`config.mk`:
```
export PLATFORM = sky130hd
export DESIGN_NAME = csb_ctrl
export DESIGN_NICKNAME = d
export VERILOG_FILES = /design/src/csb_pkg.sv /design/src/csb_ctrl.sv
export SDC_FILE = /design/constraint.sdc
export NUM_CORES = 1
export LEC_CHECK = 0
export BUFFER_PORTS_ARGS = -buffer_cell sky130_fd_sc_hd__buf_2
export CAP_MARGIN = 20
export CORE_AREA = 2 2 39 41
export DETAILED_ROUTE_END_ITERATION = 12
export DIE_AREA = 0 0 41 43
export HOLD_SLACK_MARGIN = 0.05
export PLACE_DENSITY = 0.64
export SYNTH_ARGS = -nofsm -noshare
export SYNTH_HDL_FRONTEND = slang
export SYNTH_SLANG_ARGS = --single-unit
```
`constraint.sdc`:
```
create_clock -name clk -period 1.6 [get_ports clk]
set_input_delay 0.48 -clock clk [delete_from_list [all_inputs] [get_ports clk]]
set_output_delay 0.48 -clock clk [all_outputs]
set_load 0.01 [all_outputs]
```
`src/csb_pkg.sv`:
```
// ----------------------------------------------------------------------------
// csb_pkg
// Shared types and constants of the cross stencil filter.
// ----------------------------------------------------------------------------
package csb_pkg;

  localparam int MAX_WIDTH_DEF  = 2048;
  localparam int PIXEL_BITS_DEF = 16;

  localparam int VALUE_W = 19;
  localparam int ROW_W   = 16;
  localparam int COL_W   = 11;
  localparam int CFG_W   = 16;
  localparam int COLS_W  = 12;

  localparam logic [ROW_W-1:0]  ROWS_RST = 16'd1024;
  localparam logic [COLS_W-1:0] COLS_RST = 12'd1536;

  localparam logic CFG_FRAME_ROWS = 1'b0;
  localparam logic CFG_FRAME_COLS = 1'b1;

  typedef enum logic [3:0] {
    ST_IDLE,
    ST_RD1,
    ST_RD2,
    ST_CALC,
    ST_EVAL,
    ST_SQ1,
    ST_OUT1,
    ST_SQ2,
    ST_OUT2
  } state_t;

  typedef enum logic {
    SQ_ABOVE,
    SQ_PIXEL
  } sq_src_t;

  typedef enum logic {
    OUT_SUM,
    OUT_SQRT
  } out_sel_t;

  typedef struct packed {
    logic     accept;
    logic     rd_second;
    logic     cap_first;
    logic     cap_second;
    logic     sq_start;
    sq_src_t  sq_src;
    logic     load_out;
    out_sel_t out_sel;
    logic     out_res2;
  } cmd_t;

  typedef struct packed {
    logic has1;
    logic border1;
    logic last_row;
    logic sq_done;
  } status_t;

endpackage

```
`src/csb_ctrl.sv`:
```
// ----------------------------------------------------------------------------
// csb_ctrl
// Sequencer: line store reads, write back, square root and result delivery.
// ----------------------------------------------------------------------------
module csb_ctrl (
  input  logic             clk,
  input  logic             rst_n,
  input  logic             in_tvalid,
  output logic             in_tready,
  output logic             out_tvalid,
  input  logic             out_tready,
  input  csb_pkg::status_t sts,
  output csb_pkg::cmd_t    cmd
);

  csb_pkg::state_t state_r, state_nxt;

  always_ff @(posedge clk) begin
    if (!rst_n) begin
      state_r <= csb_pkg::ST_IDLE;
    end else begin
      state_r <= state_nxt;
    end
  end

  always_comb begin
    state_nxt  = state_r;
    cmd        = '0;
    in_tready  = 1'b0;
    out_tvalid = 1'b0;
    unique case (state_r)
      csb_pkg::ST_IDLE: begin
        in_tready  = 1'b1;
        cmd.accept = in_tvalid;
        if (in_tvalid) begin
          state_nxt = csb_pkg::ST_RD1;
        end
      end
      csb_pkg::ST_RD1: begin
        state_nxt = csb_pkg::ST_RD2;
      end
      csb_pkg::ST_RD2: begin
        cmd.rd_second = 1'b1;
        cmd.cap_first = 1'b1;
        state_nxt     = csb_pkg::ST_CALC;
      end
      csb_pkg::ST_CALC: begin
        cmd.cap_second = 1'b1;
        state_nxt      = csb_pkg::ST_EVAL;
      end
      csb_pkg::ST_EVAL: begin
        priority if (sts.has1 && sts.border1) begin
          cmd.sq_start = 1'b1;
          cmd.sq_src   = csb_pkg::SQ_ABOVE;
          state_nxt    = csb_pkg::ST_SQ1;
        end else if (sts.has1) begin
          cmd.load_out = 1'b1;
          cmd.out_sel  = csb_pkg::OUT_SUM;
          state_nxt    = csb_pkg::ST_OUT1;
        end else if (sts.last_row) begin
          cmd.sq_start = 1'b1;
          cmd.sq_src   = csb_pkg::SQ_PIXEL;
          state_nxt    = csb_pkg::ST_SQ2;
        end else begin
          state_nxt = csb_pkg::ST_IDLE;
        end
      end
      csb_pkg::ST_SQ1: begin
        if (sts.sq_done) begin
          cmd.load_out = 1'b1;
          cmd.out_sel  = csb_pkg::OUT_SQRT;
          state_nxt    = csb_pkg::ST_OUT1;
        end
      end
      csb_pkg::ST_OUT1: begin
        out_tvalid = 1'b1;
        if (out_tready) begin
          if (sts.last_row) begin
            cmd.sq_start = 1'b1;
            cmd.sq_src   = csb_pkg::SQ_PIXEL;
            state_nxt    = csb_pkg::ST_SQ2;
          end else begin
            state_nxt = csb_pkg::ST_IDLE;
          end
        end
      end
      csb_pkg::ST_SQ2: begin
        if (sts.sq_done) begin
          cmd.load_out = 1'b1;
          cmd.out_sel  = csb_pkg::OUT_SQRT;
          cmd.out_res2 = 1'b1;
          state_nxt    = csb_pkg::ST_OUT2;
        end
      end
      csb_pkg::ST_OUT2: begin
        out_tvalid = 1'b1;
        if (out_tready) begin
          state_nxt = csb_pkg::ST_IDLE;
        end
      end
      default: begin
        state_nxt = csb_pkg::ST_IDLE;
      end
    endcase
  end

endmodule

```
==> results of run 1 <==
[through the flow]
step	power (uW)	hold WS, ns	instances
2_1_floorplan	277	0.597	60
3_3_place_gp	372	0.656	105
3_5_place_dp	375	0.663	105
4_1_cts	537	0.518	111
5_1_grt	611	0.522	115
6_report	557	0.529	115
[synthesized netlist by cell type, types with 2 or more instances]
library cell  number
nor2_1             6
dfxtp_1            4
nor3_1             2
nor2b_1            2
nand2b_1           2
mux2i_1            4
a21oi_1            3
o21ai_0            3
nor4_1             2
nand2_1            6
inv_1              2
buf_2              2
clkbuf_1           2
a2111oi_0          2
[worst reg2reg max path, stage by stage, from the launching register on]
cell       delay [ns]
dfxtp_2          0.33
or2b_1           0.25
buf_4            0.14
mux2i_1          0.11
a2111oi_0        0.55
o2bb2ai_1        0.17
[logic make-up after synthesis]
group / Yosys count
AOI/OAI and AO/OA: 15
muxes: 4
DFF: 4
buffers and inverters: 8
and+or+nand+nor: 29
[routing by layer]
metal  routed length (um)  GRT usage (%)  vias to the layer above
met5                    0              0                        -
met4                    0           2.00                        0
met3                   67           6.28                        0
met2                  690           29.4                       16
met1                  581           16.4                      260
li1                     -              -                      295
[where the power goes]
group,switching [uW],total [uW],internal (uW)
Clock,38.0,122,83.7
Combinational,135,305,169
Sequential,17.9,131,113
Total,191,557,366
[cell type report]
| type | count | area share, % |
|---|---|---|
| flip-flops and latches | 4 | 11.2 |
| repair buffers | 42 | 38.1 |
| multi-input cells | 48 | 44.7 |
| clock buffers | 3 | 2.72 |
| well taps | 16 | 2.42 |
| inverters | 2 | 0.906 |
[what timing repair did]
item                                    4_1_cts  5_1_grt
gates resized for setup                      16        5
endpoints found under the setup margin       10       11
setup buffers                                 3        4
pin swaps                                     3        4
[path summary, 6_finish.rpt]
| check | end | slack, ns | cells after the start |
|---|---|---|---|
| worst max-delay path | cmd[2] | -0.26 | 4 |
| worst min-delay path | state_r[0] | 0.53 | 3 |
| worst max register to register | state_r[0] | -0.02 | 5 |
| worst min register to register | state_r[2] | 0.64 | 3 |
==> impl_metrics.toml, run 1 <==
[power_and_ir_drop]
peakVddDrop_mv = 0.408
power_density_nw_per_um2 = 673
power_leakage_uw = 0.000388

[sta]
hold_viol_final = 0
setup_viol = 11
worst_pin_slew_ns = 0.538
timing.final.crit_share_pct = 117
rsz0062_at_grt = "yes"
slew_violations = 0
tns_ns = -1.22
fin_crit_ns = 1.86
skew_ns = 0.00330
setup_ws_ns = -0.265
fmax_mhz = 536
slew_headroom_pct = 63.2

[yosys]
synthTopCellsByArea = "dfxtp_1 18%, mux2i_1 9.0%, nand2_1 5.0%, nor2_1 5.0%, a2111oi_0 3.9%"
async_flop_share_pct = 0
avgSynthCellArea_um2 = 7.44
yosysWarnings = 0
syn_nets = 68
syn_inst = 60
synth-edff-count = 0
synth_top_area_share_pct = 17.9
synth-simple-area-share_pct = 37.0
synth_xor_area_share_pct = 0
synthMuxAreaShare_pct = 8.96
synth_cell_types = 32
synth_fa_ha_area_share_pct = 0
synth_flop_cell = "dfxtp_1"
yosysTopAreaCell = "dfxtp_1"
synth-compound-area-share_pct = 26.3
synthesis.area_um2 = 447
yosysSeqAreaShare_pct = 17.9
synth_top_family_by_area = "simple AND/OR/NAND/NOR gates"
ys_seq_elements = 4

[cells_and_area]
diodes = 0
drive_above_1_share_pct = 58.6
post-route-util_pct = 59.9
multi_input_area_um2 = 370
syn2layout_area_growth_pct = 85.4
largest_register_ffs = 4
stdcell_area_um2 = 828
num-fill-cells = 123
layout_common_cells = "18 x buf_4, 15 x buf_2, 8 x buf_6"
seq_area_um2 = 92.6
max_flop_register = "state_r"
reg_top3 = "state_r (4)"
final_nets = 109
mostFrequentLayoutCell = "buf_4"

[hold_path]
hp-class = "input port to flip-flop"
hp-start = "rst_n"

[detailed_routing]
dr.first_iter.drc_count = 3
dr.pass1.iters = 3
wl_um = 1340
avgViaCountPerCell = 4.97
antenna_left = 0
wire_per_inst_um = 11.7
routed-via-count = 571
drc = 0

[floorplan]
io_pins = 19
fp.dieH_um = 43
rows = 14
die_area_um2 = 1760
die_w_um = 41
core_area_um2 = 1380
initial_core_util_pct = 32.3

[critical_path]
crit_arrival_ns = 1.38
cp-startpoint = "state_r[1]"
cp_slowest_cell = "dfxtp_2"
end_kind = "output port"
reg2reg_from = "state_r[1]"
crit_family = "simple AND/OR/NAND/NOR gates"
cp.required_ns = 1.12
worst-path-buf-inv = 1
crit_type = "flip-flop to output port"
cp_cell_sequence = "or2b_1 > or3_1 > a21oi_2 > buf_2"
start_kind = "flip-flop"
slowest_delay_ns = 0.33
critPathMaxFanout = 4

[placed_design]
gp_congestion = 0.753
place_area_um2 = 666
hpwlAfterDp_um = 916
place_ws_ns = -0.266
io_buffer_count = 18

[clock_network]
clkTransAtPathRegs_ns = 0.04
clkSinkCount = 4
clockBufferDepth = 2
worstSkewPairLatency_ns = 0.23
root_buffer = "clkbuf_4"
htreeDepth = 1
cts_tree = "yes"
holdBufCountCts = 0
cts_inserted_buffers = 3

[run_status]
violations = "setup timing"
status = "finished with violations"

[global_routing]
grt_pass1_wl_um = 1960
grt_pass1_vias = 517
antenna_found_initial = 0
track_usage_pct = 16.1
grt_max_degree = 11
grt-ovfl-total = 0

[flow_run]
maxCapViolations = 0
Note: power is estimated with default switching activity, not from simulation.
==> run 2: changes to the inputs <==
Settings changed: PLACE_DENSITY 0.64 to 0.62.
Clock period 1.6 ns to 1.75 ns, I/O delays scaled along.
==> impl_metrics.toml, run 2 (same netlist as run 1, synthesis figures left out) <==
[detailed_routing]
antenna_left = 0
avgViaCountPerCell = 4.98
top_layer = "met3"
wl_um = 1180
dr.first_iter.drc_count = 2
wire_per_inst_um = 11.4
routed-via-count = 518
wl_met1_um = 542
drc = 0
met3WireLength_um = 47
wl_met2_um = 594
dr.pass1.iters = 4

[clock_network]
root_buffer = "clkbuf_4"
holdBufCountCts = 0
cts_tree = "yes"
clockBufferDepth = 2
htreeDepth = 1
worstSkewPairLatency_ns = 0.23
postCtsSetupRepairBufs = 0
clkTransAtPathRegs_ns = 0.04
cts_inserted_buffers = 3
clkSinkCount = 4

[critical_path]
critPathMaxFanout = 3
start_kind = "input port"
end_kind = "output port"
reg2reg_from = "state_r[1]"
crit_arrival_ns = 1.39
reg2reg_slack_ns = 0.27
timing.rr.end = "state_r[0]"
worst-r2r-cell-count = 5
crit_type = "input port to output port"
cp.required_ns = 1.22

[global_routing]
grt-ovfl-total = 0
grt_max_degree = 12
antenna_found_initial = 0
track_usage_pct = 14.8
grt_pass1_vias = 451
grt_pass1_wl_um = 1790

[cells_and_area]
final_cells = 104
num-fill-cells = 141
mostFrequentLayoutCell = "buf_2"
layout_common_cells = "16 x buf_2, 11 x buf_4, 6 x nand2_1, 6 x nor2_1"
syn2layout_area_growth_pct = 57.7
final_nets = 98
max_flop_register = "state_r"
diodes = 0
multi_input_area_um2 = 359
drive_above_1_share_pct = 53.4
seq_area_um2 = 87.6
largest_register_ffs = 4
reg_top3 = "state_r (4)"

[floorplan]
fp.dieH_um = 43
io_pins = 19
rows = 14
core_area_um2 = 1380
die_area_um2 = 1760
die_w_um = 41
initial_core_util_pct = 32.3

[sta]
skew_ns = 0.00499
slew_headroom_pct = 72.6
fmax_mhz = 521
whs_ns = 0.566
hold_viol_final = 0
setup_ws_ns = -0.168
worst_pin_slew_ns = 0.401
slew_violations = 0
tns_ns = -0.299
timing.final.crit_share_pct = 110
rsz0062_at_grt = "yes"
fin_crit_ns = 1.92
setup_viol = 4

[flow_run]
maxCapViolations = 0

[power_and_ir_drop]
power_leakage_uw = 0.000319
fin_total_pwr_uw = 462
peakVddDrop_mv = 0.582
power_density_nw_per_um2 = 655

[placed_design]
gp_congestion = 0.777
hpwlAfterDp_um = 916
place_inst = 101
place_ws_ns = -0.193
io_buffer_count = 18

[hold_path]
hp-start = "rst_n"
worst_hold_path.num_cells = 3
min_to = "state_r[0]"
hp-class = "input port to flip-flop"

[run_status]
violations = "setup timing"
status = "finished with violations"
run 2: cell types whose count changed in the layout (fill, tap and decap cells not counted), sizes merged:
cell  change
buf      -11
run 2: area by class of cell:
class | count | area share (%)
Tap cell | 16 | 2.84
Sequential cell | 4 | 12.4
Multi-Input combinational cell | 48 | 51.0
Inverter | 2 | 1.07
Timing Repair Buffer | 31 | 29.5
Clock buffer | 3 | 3.20
run 2: worst max-delay path by stage:
stage	startpoint	to	slack (ns)	depth (start not counted)
floorplan	sts[3]	cmd[3]	-0.05	3
global placement	sts[3]	cmd[2]	-0.19	5
detailed placement	sts[3]	cmd[2]	-0.19	5
CTS	sts[3]	cmd[2]	-0.17	5
global route	sts[3]	cmd[2]	-0.22	5
finish	sts[3]	cmd[2]	-0.17	5
run 2: what timing repair did:
action,in CTS,in global routing
gates resized for setup,6,6
pin swaps,2,2
endpoints found under the setup margin,9,10
run 2: metal layers:
metal	GRT usage, %	vias to the layer above
met1	18.0	234
met4	2.00	0
met2	24.7	11
met5	0	-
li1	-	273
met3	4.71	0
run 2: per-stage QoR:
step           utilization, %  instance area (um^2)
2_1_floorplan               -                   464
3_3_place_gp             45.9                   636
3_5_place_dp             45.9                   636
4_1_cts                  48.7                   674
5_1_grt                  50.9                   704
6_report                 50.9                   704
run 2: power breakdown:
group | switching [uW] | internal, uW | total [uW]
clock network | 35.1 | 76.5 | 112
registers | 19.8 | 104 | 124
logic | 108 | 118 | 226
run 2: critical path, cell delays in order:
cell,delay [ns]
buf_6,0.07
or2b_1,0.24
or3_1,0.33
a21oi_2,0.11
buf_2,0.13
